### config.mk
export PLATFORM = sky130hd
export DESIGN_NAME = rti_decide
export DESIGN_NICKNAME = d
export VERILOG_FILES = /design/src/hdl/rti_pkg.sv /design/src/hdl/rti_decide.sv
export SDC_FILE = /design/constraint.sdc
export NUM_CORES = 1
export LEC_CHECK = 0
export BUFFER_PORTS_ARGS = -buffer_cell sky130_fd_sc_hd__buf_2
export CORE_MARGIN = 3
export CORE_UTILIZATION = 62
export CTS_BUF_LIST = sky130_fd_sc_hd__clkbuf_8
export DETAILED_ROUTE_END_ITERATION = 10
export GPL_TIMING_DRIVEN = 1
export PLACE_DENSITY = 0.83
export SYNTH_ARGS = -nofsm -noshare
export SYNTH_HDL_FRONTEND = slang
export SYNTH_SLANG_ARGS = --single-unit
### constraint.sdc
create_clock -name clock -period 16.25 [get_ports clock]
set_input_delay 2.4375 -clock clock [delete_from_list [all_inputs] [get_ports clock]]
set_output_delay 2.4375 -clock clock [all_outputs]
set_load 0.02 [all_outputs]
### src/hdl/rti_pkg.sv
// rti_pkg: shared constants for the ray/segment versus triangle tester.
// Used by every module under hdl/; has no dependencies of its own.

package rti_pkg;

   // stream word layout
   localparam int VEC_BITS       = 63;   // one packed z:y:x vector
   localparam int REQ_TDATA_BITS = 320;  // five vectors, padded to bytes
   localparam int RSP_TDATA_BITS = 8;    // hit flag, padded to a byte

   // default coordinate width (two's complement, fixed point)
   localparam int COORD_BITS_DEFAULT = 21;

   // op codes carried on req_tuser
   localparam logic OP_RAY     = 1'b0;
   localparam logic OP_SEGMENT = 1'b1;

   // CSR map
   localparam int          CSR_ADDR_BITS       = 3;
   localparam int          CSR_DATA_BITS       = 32;
   localparam logic        CSR_DET_THRESHOLD   = 1'b0;  // register index, paddr[2]
   localparam int          DET_THRESHOLD_BITS  = 20;
   localparam logic [19:0] DET_THRESHOLD_RESET = 20'd1074;

endpackage

### src/hdl/rti_decide.sv
// rti_decide: sign fold of det, un, vn, tn, then the bound compares; the
// last stage is the result register. Depends on rti_pkg.

module rti_decide #(
   parameter int CW = rti_pkg::COORD_BITS_DEFAULT
) (
   input  logic                                  clock,
   input  logic                                  reset,
   input  logic [rti_pkg::DET_THRESHOLD_BITS-1:0] det_threshold,
   input  logic                                  in_valid,
   output logic                                  in_ready,
   input  logic                                  in_seg,
   input  logic signed [3*CW+6:0]                in_det,
   input  logic signed [3*CW+6:0]                in_un,
   input  logic signed [3*CW+6:0]                in_vn,
   input  logic signed [3*CW+6:0]                in_tn,
   output logic                                  out_valid,
   input  logic                                  out_ready,
   output logic                                  hit
);

   localparam int NS = 2;
   localparam int DW = 3*CW + 7;

   logic [NS-1:0] vld_ff, vld_in;
   logic [NS:0]   rdy;

   logic signed [DW-1:0] det_ff, det_in;
   logic signed [DW-1:0] un_ff, un_in;
   logic signed [DW-1:0] vn_ff, vn_in;
   logic signed [DW-1:0] tn_ff, tn_in;
   logic                 seg_ff;
   logic signed [DW:0]   uv;
   logic signed [DW-1:0] thr_w;
   logic                 hit_ff, hit_in;

   always_comb begin
      rdy[NS] = out_ready;
      for (int k = NS - 1; k >= 0; k--) begin
         rdy[k] = !vld_ff[k] || rdy[k+1];
      end
      vld_in[0] = rdy[0] ? in_valid : vld_ff[0];
      for (int k = 1; k < NS; k++) begin
         vld_in[k] = rdy[k] ? vld_ff[k-1] : vld_ff[k];
      end
   end

   assign in_ready  = rdy[0];
   assign out_valid = vld_ff[NS-1];

   always_ff @(posedge clock) begin
      if (reset) begin
         vld_ff <= '0;
      end else begin
         vld_ff <= vld_in;
      end
   end

   // a negative det flips all four, so the bounds compare against |det|
   always_comb begin
      if (in_det[DW-1]) begin
         det_in = -in_det;
         un_in  = -in_un;
         vn_in  = -in_vn;
         tn_in  = -in_tn;
      end else begin
         det_in = in_det;
         un_in  = in_un;
         vn_in  = in_vn;
         tn_in  = in_tn;
      end
   end

   always_comb begin
      thr_w  = $signed(DW'(det_threshold));
      uv     = (DW+1)'(un_ff) + (DW+1)'(vn_ff);
      hit_in = (det_ff != '0) && (det_ff >= thr_w)
             && !un_ff[DW-1] && (det_ff >= un_ff)
             && !vn_ff[DW-1] && ((DW+1)'(det_ff) >= uv)
             && !tn_ff[DW-1] && (tn_ff != '0)
             && (!seg_ff || (tn_ff < det_ff));
   end

   always_ff @(posedge clock) begin
      if (rdy[0]) begin
         det_ff <= det_in;
         un_ff  <= un_in;
         vn_ff  <= vn_in;
         tn_ff  <= tn_in;
         seg_ff <= in_seg;
      end
      if (rdy[1]) begin
         hit_ff <= hit_in;
      end
   end

   assign hit = hit_ff;

endmodule

; ---- Yosys cells after proc, flatten, opt, wreduce, memory -nomap -nowiden
; Cells that the tools add are included.
[classes]
magnitude_cmp = 4
reduce_logical = 19
n_mux = 4
add_sub_neg = 5
[op_table]
columns = op, count
row1 = negator 70 bit, 4
row2 = 2-to-1 mux 70 bit, 3
row3 = nonzero test 70 bit, 2
row4 = adder 70 x 70 -> 71 bit, 1
row5 = greater-or-equal comparator 70 x 71 -> 1 bit, 1
row6 = greater-or-equal comparator 70 x 21 -> 1 bit, 1
row7 = greater-or-equal comparator 70 bit, 1
row8 = less-than comparator 70 bit, 1
row9 = 2-to-1 mux 69 bit, 1
row10 = logical AND 1 bit, 8
row11 = logical NOT 1 bit, 6
row12 = logical OR 1 bit, 3
[word_totals]
output_inout_bits = 3
regBits = 284
elab_cells = 41

; ---- Longest topological paths before layout
[depth]
depth_word = 9
depth_mapped = 24
ltp_nobuf = 24

; ---- Worst setup path after synthesis
; No wires, ideal clock.
[synth_path]
path_kind = input port to output port
start = input out_ready
end = output in_ready
path_buffers = 0
cell_stages = 2
setup_slack_ns = 5.310
arrival_ns = 8.502
cell_sequence = nor2b_1 -> nand2_1
[synth_between]
elab_chain_cells = 2
[synth_lines]
columns = element, line
row1 = start: declaration, rti_decide.sv:18  ; input logic out_ready,
row2 = logical OR 1 bit (2 in series), rti_decide.sv:40  ; rdy[k] = !vld_ff[k] || rdy[k+1];
row3 = end: declaration, rti_decide.sv:11  ; output logic in_ready,
; Every way passes these cells.

; ---- Worst setup path after layout
[layout_path]
start = register un_ff[5]
end = register hit_ff, in the netlist hit, data pin
[layout_between]
elab_chain_cells = 7
[layout_lines]
columns = element, line
row1 = start: declaration, rti_decide.sv:29  ; logic signed [DW-1:0] un_ff, un_in;
row2 = start signal: assignment, rti_decide.sv:87  ; un_ff <= un_in;
row3 = branches (longest 3 deep; another with adder 70 x 70 -> 71 bit), -
row4 = logical AND 1 bit (*), rti_decide.sv:79  ; && !vn_ff[DW-1] && ((DW+1)'(det_ff) >= uv)
row5 = logical AND 1 bit (*) (2 in series), rti_decide.sv:80  ; && !tn_ff[DW-1] && (tn_ff != '0)
row6 = logical AND 1 bit (*), rti_decide.sv:81  ; && (!seg_ff || (tn_ff < det_ff));
row7 = via hit_in, rti_decide.sv:35  ; logic hit_ff, hit_in;
row8 = end signal: assignment, rti_decide.sv:93  ; hit_ff <= hit_in;
row9 = end: declaration, rti_decide.sv:35
; Mark *: on every way through the listed nets, which the timed path passes.
; A chain may end at the register's enable or synchronous reset.

==> summary.txt <==
Timing
  • Final Hold Fails: 0
  • Hold WS: between 0.5 and 0.6 ns
  • Fmax achieved: between 0.1 and 0.15 GHz
  • Sum Neg Setup Slack: 0 ns
  • Final Max Slew Viols: 0
  • Worst-case clock skew: 0.0185 ns
  • Slew @ Worst Pin: approximately 1.1 ns
  • RSZ-0062 raised after global routing: no
  • Setup Viol. Count Final: 0
  • Fin crit share: 0.418
  • Slew headroom: 0.270
  • Final worst path period need: between 6 and 7 ns

Yosys
  • Yosys top cell by area: edfxtp_1
  • Synth Register Bits: around 280
  • Distinct cells, synth: just under 70
  • Syn nets: roughly 3200
  • Area share of the largest cell type after synthesis: 0.347
  • Top cells by area, synth: edfxtp_1 35%, ha_1 16%, xnor2_1 11%
  • Most instantiated cells after synthesis: 304 x ha_1, 302 x xnor2_1, 282 x edfxtp_1
  • Sequential area share after synthesis: 0.349
  • Main synth FF type: edfxtp_1
  • Ys Warns: 0
  • Post-synthesis cell count: about 2600
  • Post-Syn Area: about 0.024 sq mm
  • Syn Area/Cell: 9.52 sq um
  • Ys async rst share: 0
  • Most frequent cell after synthesis: ha_1
  • Post-synth EDFFs: 282

Placement
  • Placed wire-length estimate: 59.5 mm
  • Placed cells: approximately 3300
  • Gpl congestion: ~1
  • Port bufs: between 300 and 400

Finish
  • Nets: around 3500
  • Area growth syn-to-layout: 11.6%
  • Finished Layout Cells: 3419
  • Layout cells sized above 1: 0.143

Setup path
  • Required time worst endpoint: roughly 17 ns
  • Critical path origin: un_ff[5]
  • R2R setup slack: ~9.5 ns
  • CP Launch Type: register
  • Critical Path AT: between 7 and 8 ns
  • CP Capture Type: register
  • Worst r2r path cells: 23
  • RR Startpoint: un_ff[5]
  • WS Path Type: register to register
  • Maximum fanout along the worst path: 4

Route
  • DRC errors left: 0
  • DR vias/cell: between 6 and 7
  • Drt initial violations: between 2000 and 2500
  • Pre-antenna DRT Iters: 6
  • DR WL/cell: between 20 and 25 microns
  • Vias: 22000
  • DRT antenna net count: 0
  • Detailed Route WL: 74.5 mm

Clocking
  • Setup Buffers After CTS: 0
  • CTS Hold Bufs: 0
  • Post_cts resized: 0
  • TritonCTS Buffers: 47
  • H-tree levels: 2
  • Clock Sink Count: between 200 and 300
  • Root Driver: clkbuf_8
  • Clock Latency Late Sink: between 0.6 and 0.7 ns
  • CTS tree: done
  • Clock slew at reported path FFs: approximately 0.070 ns
  • CTS Buffer Depth: 3

Job
  • Max Cap Viol: 0

Pwr
  • Pwr/cell area: slightly above 90 mW/mm^2
  • Overall Power: between 2000 and 3000 uW
  • Pleak: between 0.01 and 0.015 uW
  • Worst VDD drop: roughly 66 uV

Die
  • Die area: 0.0418 sq mm
  • Row count: between 70 and 80
  • Top Ports: between 300 and 400
  • DIE HEIGHT: roughly 200 microns
  • Placeable Area: 0.0387 sq mm
  • Die Wd: approximately 200 microns
  • Initial Utilization: 0.630

GRT
  • First-pass GRT wire length: about 110 mm
  • Largest net degree at the start of global routing: around 130
  • Initial antenna violation count: 11
  • Vias in the first global route: approximately 21000
  • Tot GR Track Use: 0.346
  • GRT Residual Overflow: 0

Worst hold path
  • Hold depth: 2
  • Worst hold path startpoint: vld_ff[0]
  • Hold WC Path Type: register to register

Run status
  • Status: finished, final reports clean
## per-stage QoR
stage               cell area (sq um)  worst slack [ns]  utilization
floorplan                       24400              5.31            -
global placement                26400              9.74        0.682
detailed placement              26400              9.65        0.682
CTS                             27200              9.65        0.703
global route                    27200              9.10        0.703
finish                          27200              9.46        0.703
## layer usage
| metal | vias up | global-route usage | wire length (microns) | part of all wire |
|---|---|---|---|---|
| li1 | 10200 | - | - | - |
| met5 | - | 0 | 59 | 0.00079 |
| met4 | 8 | 0.125 | 2420 | 0.033 |
| met3 | 143 | 0.0451 | 6620 | 0.089 |
| met1 | 10500 | 0.490 | 31600 | 0.42 |
| met2 | 1089 | 0.547 | 33800 | 0.45 |
## cells by family (layout without fill, tap and decap cells)
kind of cell,after synthesis,in the layout,share of synthesized area
and+or+nand+nor,693,693,0.150
AOI/OAI and AO/OA,673,673,0.181
xor gates and xnor gates,338,338,0.121
adders and majority gates,305,305,0.157
DFF,284,284,0.349
buffers and inverters,268,600,0.0415
muxes,1,1,0.000410
other,0,7,0
## cells in the final DEF (no fill, tap or decap), drive strengths merged, types with 5 or more instances in the layout
cell | netlist | routed
buf | 5 | 313
ha | 304 | 304
xnor2 | 302 | 302
edfxtp | 282 | 282
inv | 204 | 217
nand2 | 185 | 185
o21ai | 179 | 179
a21oi | 147 | 147
a21o | 106 | 106
nor2 | 93 | 93
nand4 | 83 | 83
o31ai | 83 | 83
nor4 | 60 | 60
or3 | 53 | 53
clkbuf | 59 | 48
or4 | 45 | 45
o41ai | 42 | 42
nor3 | 40 | 40
nand3 | 39 | 39
xor2 | 36 | 36
nand2b | 25 | 25
or2 | 24 | 24
o21bai | 22 | 22
nor2b | 21 | 21
o211ai | 21 | 21
a211oi | 19 | 19
clkinv | 0 | 19
diode | 0 | 7
a31oi | 7 | 7
o21a | 7 | 7
and3 | 6 | 6
nand3b | 5 | 5
## final cells by class
cell class / count / area, sq um
Inverter: 204 / 766
Multi-Input combinational cell: 2010 / 14900
Sequential cell: 284 / 8510
Tap cell: 518 / 648
Timing Repair Buffer: 314 / 1600
Clock inverter: 35 / 169
Clock buffer: 47 / 647
Fill cell: 2978 / 11500
Antenna cell: 7 / 17.5
## worst paths after layout
path,to
max,hit
min,vld_ff[1]
max reg2reg,hit
min reg2reg,vld_ff[1]
## flip-flops by register name (all words and copies together) (netlist names)
| register | count |
|---|---|
| vld_ff | 2 |
| seg_ff | 1 |
| hit | 1 |
| tn_ff | 70 |
| det_ff | 70 |
| vn_ff | 70 |
| un_ff | 70 |
## critical path: stages, from the launching register on
cell      delay [ns]
edfxtp_1        0.43
ha_1            0.36
o21ai_0         0.53
nand2b_1        0.20
a311oi_1        0.55
o311ai_0        0.25
buf_4           0.20
o21ai_0         0.41
o311ai_0        0.31
nand3_1         0.27
o21a_1          0.23
nor3_1          0.08
or3_1           0.32
ha_1            0.32
nand4_1         0.10
or2_2           0.32
nor3_1          0.36
nand3_1         0.16
or3_1           0.39
a211oi_1        0.27
a31oi_1         0.07
o211ai_1        0.13
xor2_1          0.09
a211oi_1        0.26
## power by group
group	internal [uW]	switching, uW
Combinational	415	552
Sequential	902	93.9
Clock	271	304
Power figures use the tool's default switching activity.
